--- config.mk ---
export PLATFORM = sky130hd
export DESIGN_NAME = positional_array_list_core_flat
export DESIGN_NICKNAME = d
export VERILOG_FILES = /design/src/hw/rtl/palc_pkg.sv /design/src/hw/rtl/palc_if.sv /design/src/hw/rtl/positional_array_list_core.sv /design/src/hw/rtl/palc_store.sv /design/src/flat_wrapper.sv
export SDC_FILE = /design/constraint.sdc
export NUM_CORES = 2
export LEC_CHECK = 0
export BUFFER_PORTS_ARGS = -buffer_cell sky130_fd_sc_hd__buf_2
export CORE_UTILIZATION = 45
export DETAILED_ROUTE_END_ITERATION = 12
export GPL_TIMING_DRIVEN = 0
export MAX_ROUTING_LAYER = met4
export SYNTH_ARGS = -nofsm -noshare
export SYNTH_HDL_FRONTEND = slang
export SYNTH_SLANG_ARGS = --single-unit
--- constraint.sdc ---
create_clock -name i_clk -period 4.2 [get_ports i_clk]
set_clock_uncertainty 0.2 [all_clocks]
set_input_delay 0.84 -clock i_clk [delete_from_list [all_inputs] [get_ports i_clk]]
set_output_delay 0.84 -clock i_clk [all_outputs]
set_load 0.01 [all_outputs]
--- src/hw/rtl/palc_pkg.sv ---
// Shared types and constants for the positional array list core.
// No dependencies; compiled before the interfaces and all modules.
package palc_pkg;

    // Default sizing of the list storage
    localparam int DEPTH_DEF      = 32;
    localparam int DATA_WIDTH_DEF = 32;

    // Fixed widths of the request and response fields
    localparam int OP_W     = 2;
    localparam int ELEM_W   = 32;
    localparam int POS_W    = 6;
    localparam int STATUS_W = 3;
    localparam int VALUE_W  = 32;
    localparam int INDEX_W  = 6;
    localparam int COUNT_W  = 6;

    typedef enum logic [OP_W-1:0] {
        OP_INSERT   = 2'd0,
        OP_DELETE   = 2'd1,
        OP_SEARCH   = 2'd2,
        OP_TRAVERSE = 2'd3
    } t_op;

    typedef enum logic [STATUS_W-1:0] {
        ST_OK        = 3'd0,
        ST_FULL      = 3'd1,
        ST_EMPTY     = 3'd2,
        ST_BAD_POS   = 3'd3,
        ST_NOT_FOUND = 3'd4
    } t_status;

    // Port strobes from the sequencer to the entry store
    typedef struct packed {
        logic rd_en;
        logic wr_en;
    } t_mem_ctl;

endpackage

--- src/hw/rtl/palc_if.sv ---
// Request and response channel interfaces of the positional array list core.
// Depends on palc_pkg for field widths.
interface palc_req_if;
    import palc_pkg::*;

    logic                     valid;
    logic                     ready;
    logic [OP_W-1:0]          operation;
    logic signed [ELEM_W-1:0] element;
    logic [POS_W-1:0]         position;

    modport source (output valid, output operation, output element, output position,
                    input ready);
    modport sink   (input valid, input operation, input element, input position,
                    output ready);
endinterface

interface palc_rsp_if;
    import palc_pkg::*;

    logic                      valid;
    logic                      ready;
    logic [STATUS_W-1:0]       status;
    logic signed [VALUE_W-1:0] value;
    logic [INDEX_W-1:0]        index;
    logic [COUNT_W-1:0]        count;
    logic                      last;

    modport source (output valid, output status, output value, output index,
                    output count, output last, input ready);
    modport sink   (input valid, input status, input value, input index,
                    input count, input last, output ready);
endinterface

--- src/hw/rtl/positional_array_list_core.sv ---
// Top level of the positional array list core: request decode, shift/scan
// sequencer and response register. Depends on palc_pkg, palc_if, palc_store.
// Usage:
//   i_req carries one request (operation, element, position); it is taken when
//   valid and ready are both high. Ready is high only while the sequencer is
//   idle; one request is worked on at a time.
//   o_rsp carries responses (status, value, index, count, last). Insert,
//   delete and search give one response; traverse gives one per stored entry
//   (or one empty status for an empty list), with last set on the final one.
// Sequencing: a rejected request goes straight to the emit state; an append
//   writes the new element with no shift; traverse reads, captures and emits
//   each entry in turn. One entry moved or compared per cycle: the store has
//   a single read and a single write port.
// Reset clears the count (list empty), the sequencer and the response valid;
// entry contents are not cleared and are only read after being written.
// A stalled receiver holds the response register; the sequencer waits in its
// emit state and no entry is lost. The next request is accepted as soon as the
// last response is in the output register, even if it is still waiting.
module positional_array_list_core #(
    parameter int DEPTH      = palc_pkg::DEPTH_DEF,
    parameter int DATA_WIDTH = palc_pkg::DATA_WIDTH_DEF
) (
    input  logic       i_clk,
    input  logic       i_rst_n,
    palc_req_if.sink   i_req,
    palc_rsp_if.source o_rsp
);
    import palc_pkg::*;

    localparam int AW    = (DEPTH > 1) ? $clog2(DEPTH) : 1;  // entry address
    localparam int CW    = $clog2(DEPTH + 1);                // count 0..DEPTH
    localparam int CMP_W = (CW > POS_W) ? CW : POS_W;

    typedef enum logic [6:0] {
        S_IDLE   = 7'b0000001,
        S_INSERT = 7'b0000010,
        S_DELETE = 7'b0000100,
        S_SEARCH = 7'b0001000,
        S_TRAV   = 7'b0010000,
        S_TCAP   = 7'b0100000,
        S_EMIT   = 7'b1000000
    } t_state;

    t_state                r_state, n_state;
    logic [CW-1:0]         r_count, n_count;
    logic [CW-1:0]         r_ptr, n_ptr;      // next store address to read (insert reads ptr-1)
    logic [CW-1:0]         r_pos, n_pos;      // request position, range checked
    logic [AW-1:0]         r_tag, n_tag;      // write address / index of read data
    logic                  r_first, n_first;  // pending read is the deleted entry
    logic                  r_rd_pend, n_rd_pend;
    logic [DATA_WIDTH-1:0] r_elem, n_elem;
    logic [VALUE_W-1:0]    r_val, n_val;
    logic [INDEX_W-1:0]    r_idx, n_idx;
    t_status               r_status, n_status;
    logic                  r_last, n_last;

    logic                  r_out_valid;
    logic [STATUS_W-1:0]   r_out_status;
    logic [VALUE_W-1:0]    r_out_value;
    logic [INDEX_W-1:0]    r_out_index;
    logic [COUNT_W-1:0]    r_out_count;
    logic                  r_out_last;

    t_mem_ctl              mem_ctl;
    logic [AW-1:0]         mem_raddr, mem_waddr;
    logic [DATA_WIDTH-1:0] mem_wdata, rd_data;
    logic                  rd_match;
    logic [VALUE_W-1:0]    rd_value;
    logic                  in_fire, out_load;
    logic [CMP_W-1:0]      pos_ext, cnt_ext;

    palc_store #(
        .DEPTH      (DEPTH),
        .DATA_WIDTH (DATA_WIDTH),
        .AW         (AW)
    ) u_store (
        .i_clk     (i_clk),
        .i_ctl     (mem_ctl),
        .i_raddr   (mem_raddr),
        .i_waddr   (mem_waddr),
        .i_wdata   (mem_wdata),
        .i_key     (r_elem),
        .o_rd_data (rd_data),
        .o_match   (rd_match)
    );

    assign i_req.ready = (r_state == S_IDLE);
    assign in_fire     = i_req.valid && i_req.ready;
    assign out_load    = (r_state == S_EMIT) && (!r_out_valid || o_rsp.ready);
    assign pos_ext     = CMP_W'(i_req.position);
    assign cnt_ext     = CMP_W'(r_count);
    // stored word read back as a sign-extended response value
    assign rd_value    = VALUE_W'($signed(rd_data));

    always_comb begin
        n_state   = r_state;
        n_count   = r_count;
        n_ptr     = r_ptr;
        n_pos     = r_pos;
        n_tag     = r_tag;
        n_first   = r_first;
        n_rd_pend = r_rd_pend;
        n_elem    = r_elem;
        n_val     = r_val;
        n_idx     = r_idx;
        n_status  = r_status;
        n_last    = r_last;
        mem_ctl   = '0;
        mem_raddr = '0;
        mem_waddr = '0;
        mem_wdata = '0;

        unique case (r_state)
            S_IDLE: begin
                if (in_fire) begin
                    n_elem    = DATA_WIDTH'($signed(i_req.element));
                    n_val     = '0;
                    n_idx     = '0;
                    n_status  = ST_OK;
                    n_last    = 1'b1;
                    n_rd_pend = 1'b0;
                    n_first   = 1'b0;
                    n_pos     = CW'(i_req.position);
                    unique case (i_req.operation)
                        OP_INSERT: begin
                            if (r_count >= CW'(DEPTH)) begin
                                n_status = ST_FULL;
                                n_state  = S_EMIT;
                            end else if (pos_ext > cnt_ext) begin
                                n_status = ST_BAD_POS;
                                n_state  = S_EMIT;
                            end else begin
                                n_ptr   = r_count;
                                n_state = S_INSERT;
                            end
                        end
                        OP_DELETE: begin
                            if (r_count == '0) begin
                                n_status = ST_EMPTY;
                                n_state  = S_EMIT;
                            end else if (pos_ext >= cnt_ext) begin
                                n_status = ST_BAD_POS;
                                n_state  = S_EMIT;
                            end else begin
                                n_ptr   = CW'(i_req.position);
                                n_state = S_DELETE;
                            end
                        end
                        OP_SEARCH: begin
                            n_ptr   = '0;
                            n_state = S_SEARCH;
                        end
                        OP_TRAVERSE: begin
                            if (r_count == '0) begin
                                n_status = ST_EMPTY;
                                n_state  = S_EMIT;
                            end else begin
                                n_ptr   = '0;
                                n_state = S_TRAV;
                            end
                        end
                    endcase
                end
            end

            // Shift up: read entry ptr-1, write it to ptr in the following cycle,
            // then drop the new element into the opened slot.
            S_INSERT: begin
                if (r_rd_pend) begin
                    mem_ctl.wr_en = 1'b1;
                    mem_waddr     = r_tag;
                    mem_wdata     = rd_data;
                end else if (r_ptr == r_pos) begin
                    mem_ctl.wr_en = 1'b1;
                    mem_waddr     = AW'(r_pos);
                    mem_wdata     = r_elem;
                    n_count       = CW'(r_count + CW'(1));
                    n_state       = S_EMIT;
                end
                if (r_ptr != r_pos) begin
                    mem_ctl.rd_en = 1'b1;
                    mem_raddr     = AW'(r_ptr - CW'(1));
                    n_tag         = AW'(r_ptr);
                    n_ptr         = CW'(r_ptr - CW'(1));
                    n_rd_pend     = 1'b1;
                end else begin
                    n_rd_pend     = 1'b0;
                end
            end

            // Shift down: first read returns the removed entry, the rest move
            // one slot lower.
            S_DELETE: begin
                if (r_rd_pend) begin
                    if (r_first) begin
                        n_val = rd_value;
                    end else begin
                        mem_ctl.wr_en = 1'b1;
                        mem_waddr     = r_tag;
                        mem_wdata     = rd_data;
                    end
                end
                if (r_ptr < r_count) begin
                    mem_ctl.rd_en = 1'b1;
                    mem_raddr     = AW'(r_ptr);
                    n_tag         = AW'(r_ptr - CW'(1));
                    n_first       = (r_ptr == r_pos);
                    n_ptr         = CW'(r_ptr + CW'(1));
                    n_rd_pend     = 1'b1;
                end else begin
                    n_rd_pend = 1'b0;
                    if (!r_rd_pend) begin
                        n_count = CW'(r_count - CW'(1));
                        n_state = S_EMIT;
                    end
                end
            end

            // Linear scan, lowest index first
            S_SEARCH: begin
                if (r_rd_pend && rd_match) begin
                    n_idx     = INDEX_W'(r_tag);
                    n_rd_pend = 1'b0;
                    n_state   = S_EMIT;
                end else if (r_ptr < r_count) begin
                    mem_ctl.rd_en = 1'b1;
                    mem_raddr     = AW'(r_ptr);
                    n_tag         = AW'(r_ptr);
                    n_ptr         = CW'(r_ptr + CW'(1));
                    n_rd_pend     = 1'b1;
                end else begin
                    n_rd_pend = 1'b0;
                    n_status  = ST_NOT_FOUND;
                    n_state   = S_EMIT;
                end
            end

            S_TRAV: begin
                mem_ctl.rd_en = 1'b1;
                mem_raddr     = AW'(r_ptr);
                n_state       = S_TCAP;
            end

            S_TCAP: begin
                n_val    = rd_value;
                n_idx    = INDEX_W'(r_ptr);
                n_last   = (CW'(r_ptr + CW'(1)) == r_count);
                n_status = ST_OK;
                n_state  = S_EMIT;
            end

            S_EMIT: begin
                if (out_load) begin
                    if (r_last) begin
                        n_state = S_IDLE;
                    end else begin
                        n_ptr   = CW'(r_ptr + CW'(1));
                        n_state = S_TRAV;
                    end
                end
            end

            default: begin
                n_state = S_IDLE;
            end
        endcase
    end

    // Control state
    always_ff @(posedge i_clk) begin
        if (!i_rst_n) begin
            r_state     <= S_IDLE;
            r_count     <= '0;
            r_rd_pend   <= 1'b0;
            r_out_valid <= 1'b0;
        end else begin
            r_state   <= n_state;
            r_count   <= n_count;
            r_rd_pend <= n_rd_pend;
            if (out_load) begin
                r_out_valid <= 1'b1;
            end else if (o_rsp.ready) begin
                r_out_valid <= 1'b0;
            end
        end
    end

    // Working and response payload
    always_ff @(posedge i_clk) begin
        r_ptr    <= n_ptr;
        r_pos    <= n_pos;
        r_tag    <= n_tag;
        r_first  <= n_first;
        r_elem   <= n_elem;
        r_val    <= n_val;
        r_idx    <= n_idx;
        r_status <= n_status;
        r_last   <= n_last;
        if (out_load) begin
            r_out_status <= r_status;
            r_out_value  <= r_val;
            r_out_index  <= r_idx;
            r_out_count  <= COUNT_W'(r_count);
            r_out_last   <= r_last;
        end
    end

    assign o_rsp.valid  = r_out_valid;
    assign o_rsp.status = r_out_status;
    assign o_rsp.value  = r_out_value;
    assign o_rsp.index  = r_out_index;
    assign o_rsp.count  = r_out_count;
    assign o_rsp.last   = r_out_last;

`ifndef SYNTHESIS
    // Count moves by at most one per cycle
    a_count_step: assert property (@(posedge i_clk) disable iff (!i_rst_n)
        ($past(i_rst_n) && (r_count != $past(r_count))) |->
            ((r_count == CW'($past(r_count) + CW'(1))) ||
             (r_count == CW'($past(r_count) - CW'(1)))))
        else $error("list count jumped by more than one");

    // Store is written only while shifting
    a_write_state: assert property (@(posedge i_clk) disable iff (!i_rst_n)
        mem_ctl.wr_en |-> ((r_state == S_INSERT) || (r_state == S_DELETE)))
        else $error("entry store written outside insert or delete");

    // Loading the final response returns the sequencer to idle
    a_last_idle: assert property (@(posedge i_clk) disable iff (!i_rst_n)
        (out_load && r_last) |=> (r_state == S_IDLE))
        else $error("sequencer not idle after final response");

    // An accepted request always starts work
    a_accept_busy: assert property (@(posedge i_clk) disable iff (!i_rst_n)
        in_fire |=> (r_state != S_IDLE))
        else $error("accepted request left sequencer idle");
`endif

endmodule

--- src/hw/rtl/palc_store.sv ---
// Entry store: single write port, single registered read port, and the
// equality compare used by search. Depends on palc_pkg.
module palc_store #(
    parameter int DEPTH      = palc_pkg::DEPTH_DEF,
    parameter int DATA_WIDTH = palc_pkg::DATA_WIDTH_DEF,
    parameter int AW         = (DEPTH > 1) ? $clog2(DEPTH) : 1
) (
    input  logic                  i_clk,
    input  palc_pkg::t_mem_ctl    i_ctl,
    input  logic [AW-1:0]         i_raddr,
    input  logic [AW-1:0]         i_waddr,
    input  logic [DATA_WIDTH-1:0] i_wdata,
    input  logic [DATA_WIDTH-1:0] i_key,
    output logic [DATA_WIDTH-1:0] o_rd_data,
    output logic                  o_match
);
    import palc_pkg::*;

    logic [DATA_WIDTH-1:0] mem [DEPTH];
    logic [DATA_WIDTH-1:0] r_rd_data;

    always_ff @(posedge i_clk) begin
        if (i_ctl.wr_en) begin
            mem[i_waddr] <= i_wdata;
        end
        if (i_ctl.rd_en) begin
            r_rd_data <= mem[i_raddr];
        end
    end

    assign o_rd_data = r_rd_data;
    assign o_match   = (r_rd_data == i_key);

endmodule
--- src/flat_wrapper.sv ---
// flat-port wrapper written by rule: the top's interface ports become plain ports
module positional_array_list_core_flat import palc_pkg::*;
#(
    parameter int DEPTH      = palc_pkg::DEPTH_DEF,
    parameter int DATA_WIDTH = palc_pkg::DATA_WIDTH_DEF
)
  (i_clk, i_rst_n, i_req_valid, i_req_operation, i_req_element, i_req_position, i_req_ready, o_rsp_valid, o_rsp_status, o_rsp_value, o_rsp_index, o_rsp_count, o_rsp_last, o_rsp_ready);
  palc_req_if i_req_i ();
  palc_rsp_if o_rsp_i ();
  input  logic i_clk;
  input  logic i_rst_n;
  input wire logic [$bits(i_req_i.valid)-1:0] i_req_valid;
  input wire logic [$bits(i_req_i.operation)-1:0] i_req_operation;
  input wire logic [$bits(i_req_i.element)-1:0] i_req_element;
  input wire logic [$bits(i_req_i.position)-1:0] i_req_position;
  output wire logic [$bits(i_req_i.ready)-1:0] i_req_ready;
  output wire logic [$bits(o_rsp_i.valid)-1:0] o_rsp_valid;
  output wire logic [$bits(o_rsp_i.status)-1:0] o_rsp_status;
  output wire logic [$bits(o_rsp_i.value)-1:0] o_rsp_value;
  output wire logic [$bits(o_rsp_i.index)-1:0] o_rsp_index;
  output wire logic [$bits(o_rsp_i.count)-1:0] o_rsp_count;
  output wire logic [$bits(o_rsp_i.last)-1:0] o_rsp_last;
  input wire logic [$bits(o_rsp_i.ready)-1:0] o_rsp_ready;
  assign i_req_i.valid = i_req_valid;
  assign i_req_i.operation = i_req_operation;
  assign i_req_i.element = i_req_element;
  assign i_req_i.position = i_req_position;
  assign i_req_ready = i_req_i.ready;
  assign o_rsp_valid = o_rsp_i.valid;
  assign o_rsp_status = o_rsp_i.status;
  assign o_rsp_value = o_rsp_i.value;
  assign o_rsp_index = o_rsp_i.index;
  assign o_rsp_count = o_rsp_i.count;
  assign o_rsp_last = o_rsp_i.last;
  assign o_rsp_i.ready = o_rsp_ready;
  positional_array_list_core #(.DEPTH(DEPTH), .DATA_WIDTH(DATA_WIDTH)) u_core (.i_clk(i_clk), .i_rst_n(i_rst_n), .i_req(i_req_i), .o_rsp(o_rsp_i));
endmodule
== Word-level counts from Yosys, hierarchy flattened ==
Memories as Yosys holds them, arrays and structs flattened. A register that Yosys moved wholly into a read port is not among the register bits.
Index checks and enable logic that the tools add are counted.

* Bits in writable memories: 1024
* Memories kept: 1
* Output and inout bits: 50
* Register bits: 155
* Bits of input ports: 44
* Word-level logic and storage cells: 178

{| class="wikitable"
|+ Memory list
! name !! depth !! bits a word !! read ports !! clocked after Yosys merged registers in !! wr ports !! line !! text
|-
| u_core.u_store.mem || 32 || 32 || 1 || 1 || 1 || palc_store.sv:19 || <nowiki>logic [DATA_WIDTH-1:0] mem [DEPTH];</nowiki>
|}

* Muxes and demuxes: 89
* Order comparisons: 4
* Reduce and logical (&&, ||, !) cells: 27
* Equal/unequal tests: 35
* Add/sub/neg operators: 4

{| class="wikitable"
|+ Operators with widths
! cell !! count
|-
| 32-bit 2-to-1 mux || 7
|-
| 6-bit 2-to-1 mux || 17
|-
| 32-bit case mux with 3 select lines || 1
|-
| 7-bit 2-to-1 mux || 13
|-
| 32-bit case mux with 2 select lines || 1
|-
| 5-bit 2-to-1 mux || 12
|-
| 7-bit case mux with 7 select lines || 1
|-
| 32-bit == test || 1
|-
| 6-bit case mux with 5 select lines || 1
|-
| 7-bit case mux with 4 select lines || 1
|-
| 6-bit case mux with 4 select lines || 1
|-
| 5-bit case mux with 4 select lines || 1
|-
| 3-bit inequality test, second input constant || 6
|-
| 3-bit case mux with 3 select lines || 2
|-
| 6-bit case mux with 3 select lines || 1
|-
| 2-bit by 1-bit inequality test with 1-bit output, second input constant || 8
|-
| 3-bit 2-to-1 mux || 5
|-
| 5-bit case mux with 3 select lines || 1
|-
| 1-bit 2-to-1 mux || 14
|-
| 2-bit inequality test, second input constant || 7
|-
| 6-bit by 1-bit adder with 6-bit output, second input constant || 2
|-
| 6-bit == test || 2
|-
| 6-bit case mux with 2 select lines || 1
|-
| 6-bit by 1-bit subtractor with 6-bit output, second input constant || 2
|-
| other kinds (33) || 51
|}

== Depth between registers and ports, before layout ==
* Depth in word-level cells: 6
* Depth in mapped cells: 16
* Mapped depth without buffers: 12

== Modules after synthesis ==
A second synthesis with hierarchy kept.

* Cell total of the unflattened synthesis: 2843
* Area total of the unflattened synthesis: 48243.8 um2

{| class="wikitable"
|+ Modules (own cells, without submodules)
! module !! times used !! area an instance (um2) !! seq. area each (um2) !! cells each
|-
| palc_store || 1 || 41158.2 || 31710.4 || 2303
|-
| positional_array_list_core || 1 || 7085.5 || 4504.3 || 540
|}

== Least setup slack after synthesis ==
OpenSTA, ideal clock, no wires.

* Kind: register to register
* Start point: register u_core.r_ptr[1]
* End point: memory u_core.u_store.mem[17][0] in the netlist's numbering (enable)
* Slack: -0.058 ns
* Path buffers: 2
* Library setup time: 0.421 ns
* Stages on the path, launching flop included: 11
* Clock period less this slack: 4.258 ns
* Arrival: 3.637 ns
* Required time: 3.579 ns
* Cells stage by stage: edfxtp_1 buf_2 xor2_1 nor4_4 nand2_1 nor3_1 clkbuf_1 nand2_1 o22ai_1 nand2_1 nor2_1

* Word-level cells in the longest chain between the ends: 6
* Elaborated cells on any way between the ends: 9
* Those cells by class: eq/ne (1); mux (8)

{| class="wikitable"
|+ RTL lines
! item !! line !! text
|-
| start: declaration || positional_array_list_core.sv:46 || <nowiki>logic [CW-1:0] r_ptr, n_ptr;</nowiki>
|-
| start signal: assignment || positional_array_list_core.sv:290 || <nowiki>r_ptr <= n_ptr;</nowiki>
|-
| 6-bit == test (*) || positional_array_list_core.sv:173 || <nowiki>end else if (r_ptr == r_pos) begin</nowiki>
|-
| 1-bit 2-to-1 mux || positional_array_list_core.sv:173 ||
|-
| 1-bit 2-to-1 mux || positional_array_list_core.sv:169 || <nowiki>if (r_rd_pend) begin</nowiki>
|-
| 1-bit case mux with 2 select lines || positional_array_list_core.sv:113 || <nowiki>unique case (r_state)</nowiki>
|-
| 1-bit 2-to-1 mux || palc_store.sv:23 || <nowiki>if (i_ctl.wr_en) begin</nowiki>
|-
| 1-bit 2-to-1 mux (not written as such) || palc_store.sv:24 || <nowiki>mem[i_waddr] <= i_wdata;</nowiki>
|-
| end: declaration || palc_store.sv:19 ||
|}

Every way passes the cells marked *; elsewhere a longest branch is shown, timed or not.

== Worst setup path in the final report ==
* Start point: register u_core.r_ptr[5]
* End point: register u_core.u_store.r_rd_data[28], in the netlist u_core.u_store.o_rd_data[28] (read register of u_core.u_store.mem) (data pin)

* Word-level cells in the longest chain between the ends: 4
* Elaborated cells on any way between the ends: 10
* Those cells by class: order compare (1); eq/ne (1); mux (8)

{| class="wikitable"
|+ RTL lines
! item !! line !! text
|-
| 6-bit less-than comparator || positional_array_list_core.sv:203, positional_array_list_core.sv:225 ||
|-
| 5-bit 2-to-1 mux / 1-bit 2-to-1 mux (equally long branches) || positional_array_list_core.sv:203, positional_array_list_core.sv:225 ||
|-
| 5-bit 2-to-1 mux / 1-bit 2-to-1 mux (equally long branches) || positional_array_list_core.sv:221 || <nowiki>if (r_rd_pend && rd_match) begin</nowiki>
|-
| 5-bit case mux with 4 select lines / 1-bit case mux with 4 select lines (equally long branches) || positional_array_list_core.sv:113 ||
|-
| end: declaration || palc_store.sv:20 || <nowiki>logic [DATA_WIDTH-1:0] r_rd_data;</nowiki>
|}

Parallel ways exist; a longest one is shown, timed or not.
A chain may end at the register's enable or synchronous reset.

==> impl_metrics.ini <==
[clocking]
clk_pin_slew_ns = 0.06
clock_latency_ns = 0.75
ctsHoldBuffers = 0
cts_tree = built
cts_buffer_depth = 3
cts_root_buf = clkbuf_16
cts_max_level = 4
cts-buffers-inserted = 130
clock-sinks = 1211

[sta]
fin_crit_ns = 4.259
setup_slack_ns = -0.05892
setup_violations = 6
slew_viol_final = 0
tns_ns = -0.2797
fin_crit_sh = 1.014
fmax_mhz = 234.8
grt_setup_unrepaired = yes
hold_violations = 0
hold_ws_ns = 0.06129
slew_headroom = 0.01613
worst_pin_slew_ns = 1.476

[layout]
fin_cells = 5934
finalNetCount = 4381
area_growth_pct = 20.23
final_util = 0.5450
drive_gt1_frac = 0.2009
postLayoutCellArea_sq_um = 62230

[synthesis]
synthSimpleGateAreaFrac = 0.09690
synth_xor_area_frac = 0.01015
synthAdderAreaFrac = 0.004738
async_flop_share = 0
yosys_warnings = 0
synthDistinctLibCells = 74
synth_fp_nets = 4033
synth_area_sq_um = 51760
synth_compound_area_frac = 0.1411
synth_seq_cells = 1211
syn-mean-instance-area_sq_um = 13.04
synth_edf_count = 1196
synth_top_flop_cell = edfxtp_1
synthMuxAreaShare = 0.02011
synth_cells = 3970
seq_area_frac_synth = 0.6996
synth_top_family_by_area = compound AO/OA/AOI/OAI gates

[floorplan]
io_pins = 94
rows = 124
dieArea_sq_um = 116400
coreArea_sq_um = 114200
initial_utilization = 0.4533
die_w_um = 341.2
fp.dieH_um = 341.2

[setup_path]
critical_path.top_delay_family = compound AO/OA/AOI/OAI gates
crit_type = flip-flop to flip-flop
path_max_fanout = 10
cp_common_cell = buf_4
crit_path_max_incr_delay_ns = 0.47
critPathSlowestCell = nor4_4
required_ns = 4.51
crit_chain = buf_4, ha_4, a21oi_2, o21ai_2, or2_4, o21ai_4, buf_6, o211a_4, buf_2, buf_4, a21oi_1, a22oi_1, o22ai_1, nor4_4
critPathArrivalTime_ns = 4.57
worst-path-buf-inv = 4
cp-start-kind = flip-flop
endpoint_kind = flip-flop

[power]
power_density_nw_per_um2 = 481.8
p_total_mw = 29.98
p_leak_nw = 22.20
peakVddDrop_mv = 0.4561

[drt]
remaining_drc_errors = 0
vias_per_cell = 6.394
routed_wl_um = 180000
postRouteAntennaNets = 0
drtIter0Drc = 5685
first_pass_iters = 7
wire_per_inst_um = 30.34
via_count = 37940

[placement]
portBuffers = 92
place_area_sq_um = 55170
post-dp-hpwl_um = 119400
place_inst = 5611
gp_congestion = 1.010
pre_cts_ws_ns = -2.116

[worst_hold_path]
hp-class = input port to flip-flop

[global_route]
antenna_found_initial = 5
grt_pass1_wl_um = 252800
grt_use_total = 0.3123
grt_max_degree = 40
grt_overflow = 0
grt_pass1_vias = 35350

[outcome]
violations = negative setup slack
outcome = finished, violations left

[run]
max_cap_viol_count = 0
==> final timing paths <==
path,slack [ns],to,depth (start not counted),from
max reg2reg,-0.06,u_core.u_store.o_rd_data[28],14,u_core.r_ptr[5]
min reg2reg,0.21,u_core.o_rsp.value[11],0,u_core.r_val[11]
max,-0.06,u_core.u_store.o_rd_data[28],14,u_core.r_ptr[5]
min,0.06,u_core.r_elem[14],1,i_req_element[14]
==> what timing repair did <==
| action | 4_1_cts | 5_1_grt |
|---|---|---|
| resized for setup | 383 | 171 |
| pin swaps | 48 | 36 |
| setup endpoints to repair | 1825 | 504 |
| setup buffers | 55 | 32 |
| cloned | 0 | 3 |
==> per-layer routing <==
metal,vias up,global-route usage,part of all wire
li1,16080,-,-
met1,18920,0.4144,0.39
met2,2462,0.4675,0.45
met3,484,0.05777,0.11
met4,0,0.1418,0.053
met5,-,-,0
==> power breakdown <==
| group | total, mW | internal, mW | switching [mW] |
|---|---|---|---|
| sequential | 13.8 | 13.6 | 0.175 |
| clock | 11.0 | 6.18 | 4.79 |
| combinational | 5.24 | 1.57 | 3.68 |
| total | 30.0 | 21.3 | 8.64 |
==> worst reg2reg max path: cells and delay by family, from the launching register on <==
kind | cells | cell delay, ns
compound gates | 7 | 1.46
flops | 1 | 0.42
buf+inv | 4 | 0.95
simple gates | 2 | 0.77
fa+ha+maj | 1 | 0.22
==> sequential cells by signal, summed over array words and instances (netlist names) <==
register and count:
u_core.o_rsp.last 1, u_core.r_idx 6, u_core.o_rsp.index 6, u_core.r_status 3
u_core.o_rsp.count 6, u_core.r_pos 6, u_core.u_store.mem 1024, u_core.cnt_ext 6
u_core.o_rsp.status 3, u_core.o_rsp.value 32, u_core.r_elem 32, u_core.r_tag 5
u_core.r_rd_pend 1, u_core.r_val 32, u_core.r_state 7, u_core.u_store.o_rd_data 32
u_core.r_first 1, u_core.r_last 1, u_core.r_ptr 6, u_core.o_rsp.valid 1
==> kinds of logic (layout without fill, tap and decap cells) <==
group           Yosys count  count (layout)
flops                  1211            1211
fa+ha+maj                19              19
xor+xnor                 60              60
other cells               0               2
simple gates           1153            1153
mux                     103             103
buf+inv                 319             769
compound gates         1105            1105
==> layout by cell type, fill, tap and decap left out, types with 9 or more instances in the layout <==
cell       instances
a211oi_1         117
a21oi_1          394
a221oi_1         170
a221oi_2           9
a22o_2            28
a22oi_1           52
a31oi_1           88
a31oi_2           14
and2_1            43
and3_1           107
buf_1             10
buf_12            57
buf_2            168
buf_4            104
buf_6             29
clkbuf_1          87
clkbuf_16        139
clkbuf_2          46
clkbuf_4          25
clkinv_1          32
clkinv_2          21
dfxtp_1           10
edfxtp_1        1196
ha_1              17
inv_1             18
mux2i_1           91
nand2_1          818
nand3_1           20
nand4_1           12
nor2_1            33
nor2_4            32
nor4_4            32
o211ai_1          11
o21ai_0           27
o22ai_1           56
o22ai_2           55
xnor2_1           41
xor2_1            14
==> synthesized netlist by cell type, types with 3 or more instances <==
cell,instances,share of area
o32ai_1,5,0.00085
nor3_1,8,0.00077
buf_6,3,0.00065
a211oi_1,119,0.017
nand4b_1,3,0.00051
a31oi_1,105,0.013
a22o_1,36,0.0061
nor3b_1,4,0.00058
inv_1,19,0.0014
nor4_1,35,0.0042
mux2i_1,95,0.018
o221ai_1,5,0.00085
buf_2,105,0.010
dfxtp_1,15,0.0058
and2_1,43,0.0052
nand3_1,20,0.0019
and3_1,107,0.013
o21ai_1,4,0.00039
buf_1,17,0.0012
a221oi_1,179,0.030
a21o_1,5,0.00073
ha_1,18,0.0044
clkbuf_1,155,0.011
o22ai_1,118,0.014
nand2b_1,7,0.00085
o21ai_0,30,0.0029
a22oi_1,55,0.0080
a21oi_1,399,0.039
nand4_1,12,0.0015
nor2_1,66,0.0048
edfxtp_1,1196,0.69
buf_4,18,0.0026
nor2b_1,5,0.00060
nand2_1,827,0.060
xnor2_1,46,0.0078
o211ai_1,11,0.0016
o2bb2ai_1,4,0.00068
a21oi_4,3,0.00094
mux2_2,8,0.0017
xor2_1,14,0.0024
==> final cells by class <==
class,count,area (sq um)
sequential,1211,36230
fill,9282,51960
tap,1512,1892
multi-input combinational,2440,15880
clock buffer,167,3520
buffer,295,1941
clock inverter,67,485.5
timing repair buffer,219,2198
inverter,21,86.33
antenna,2,5.005
(Power assumes the default switching activity.)
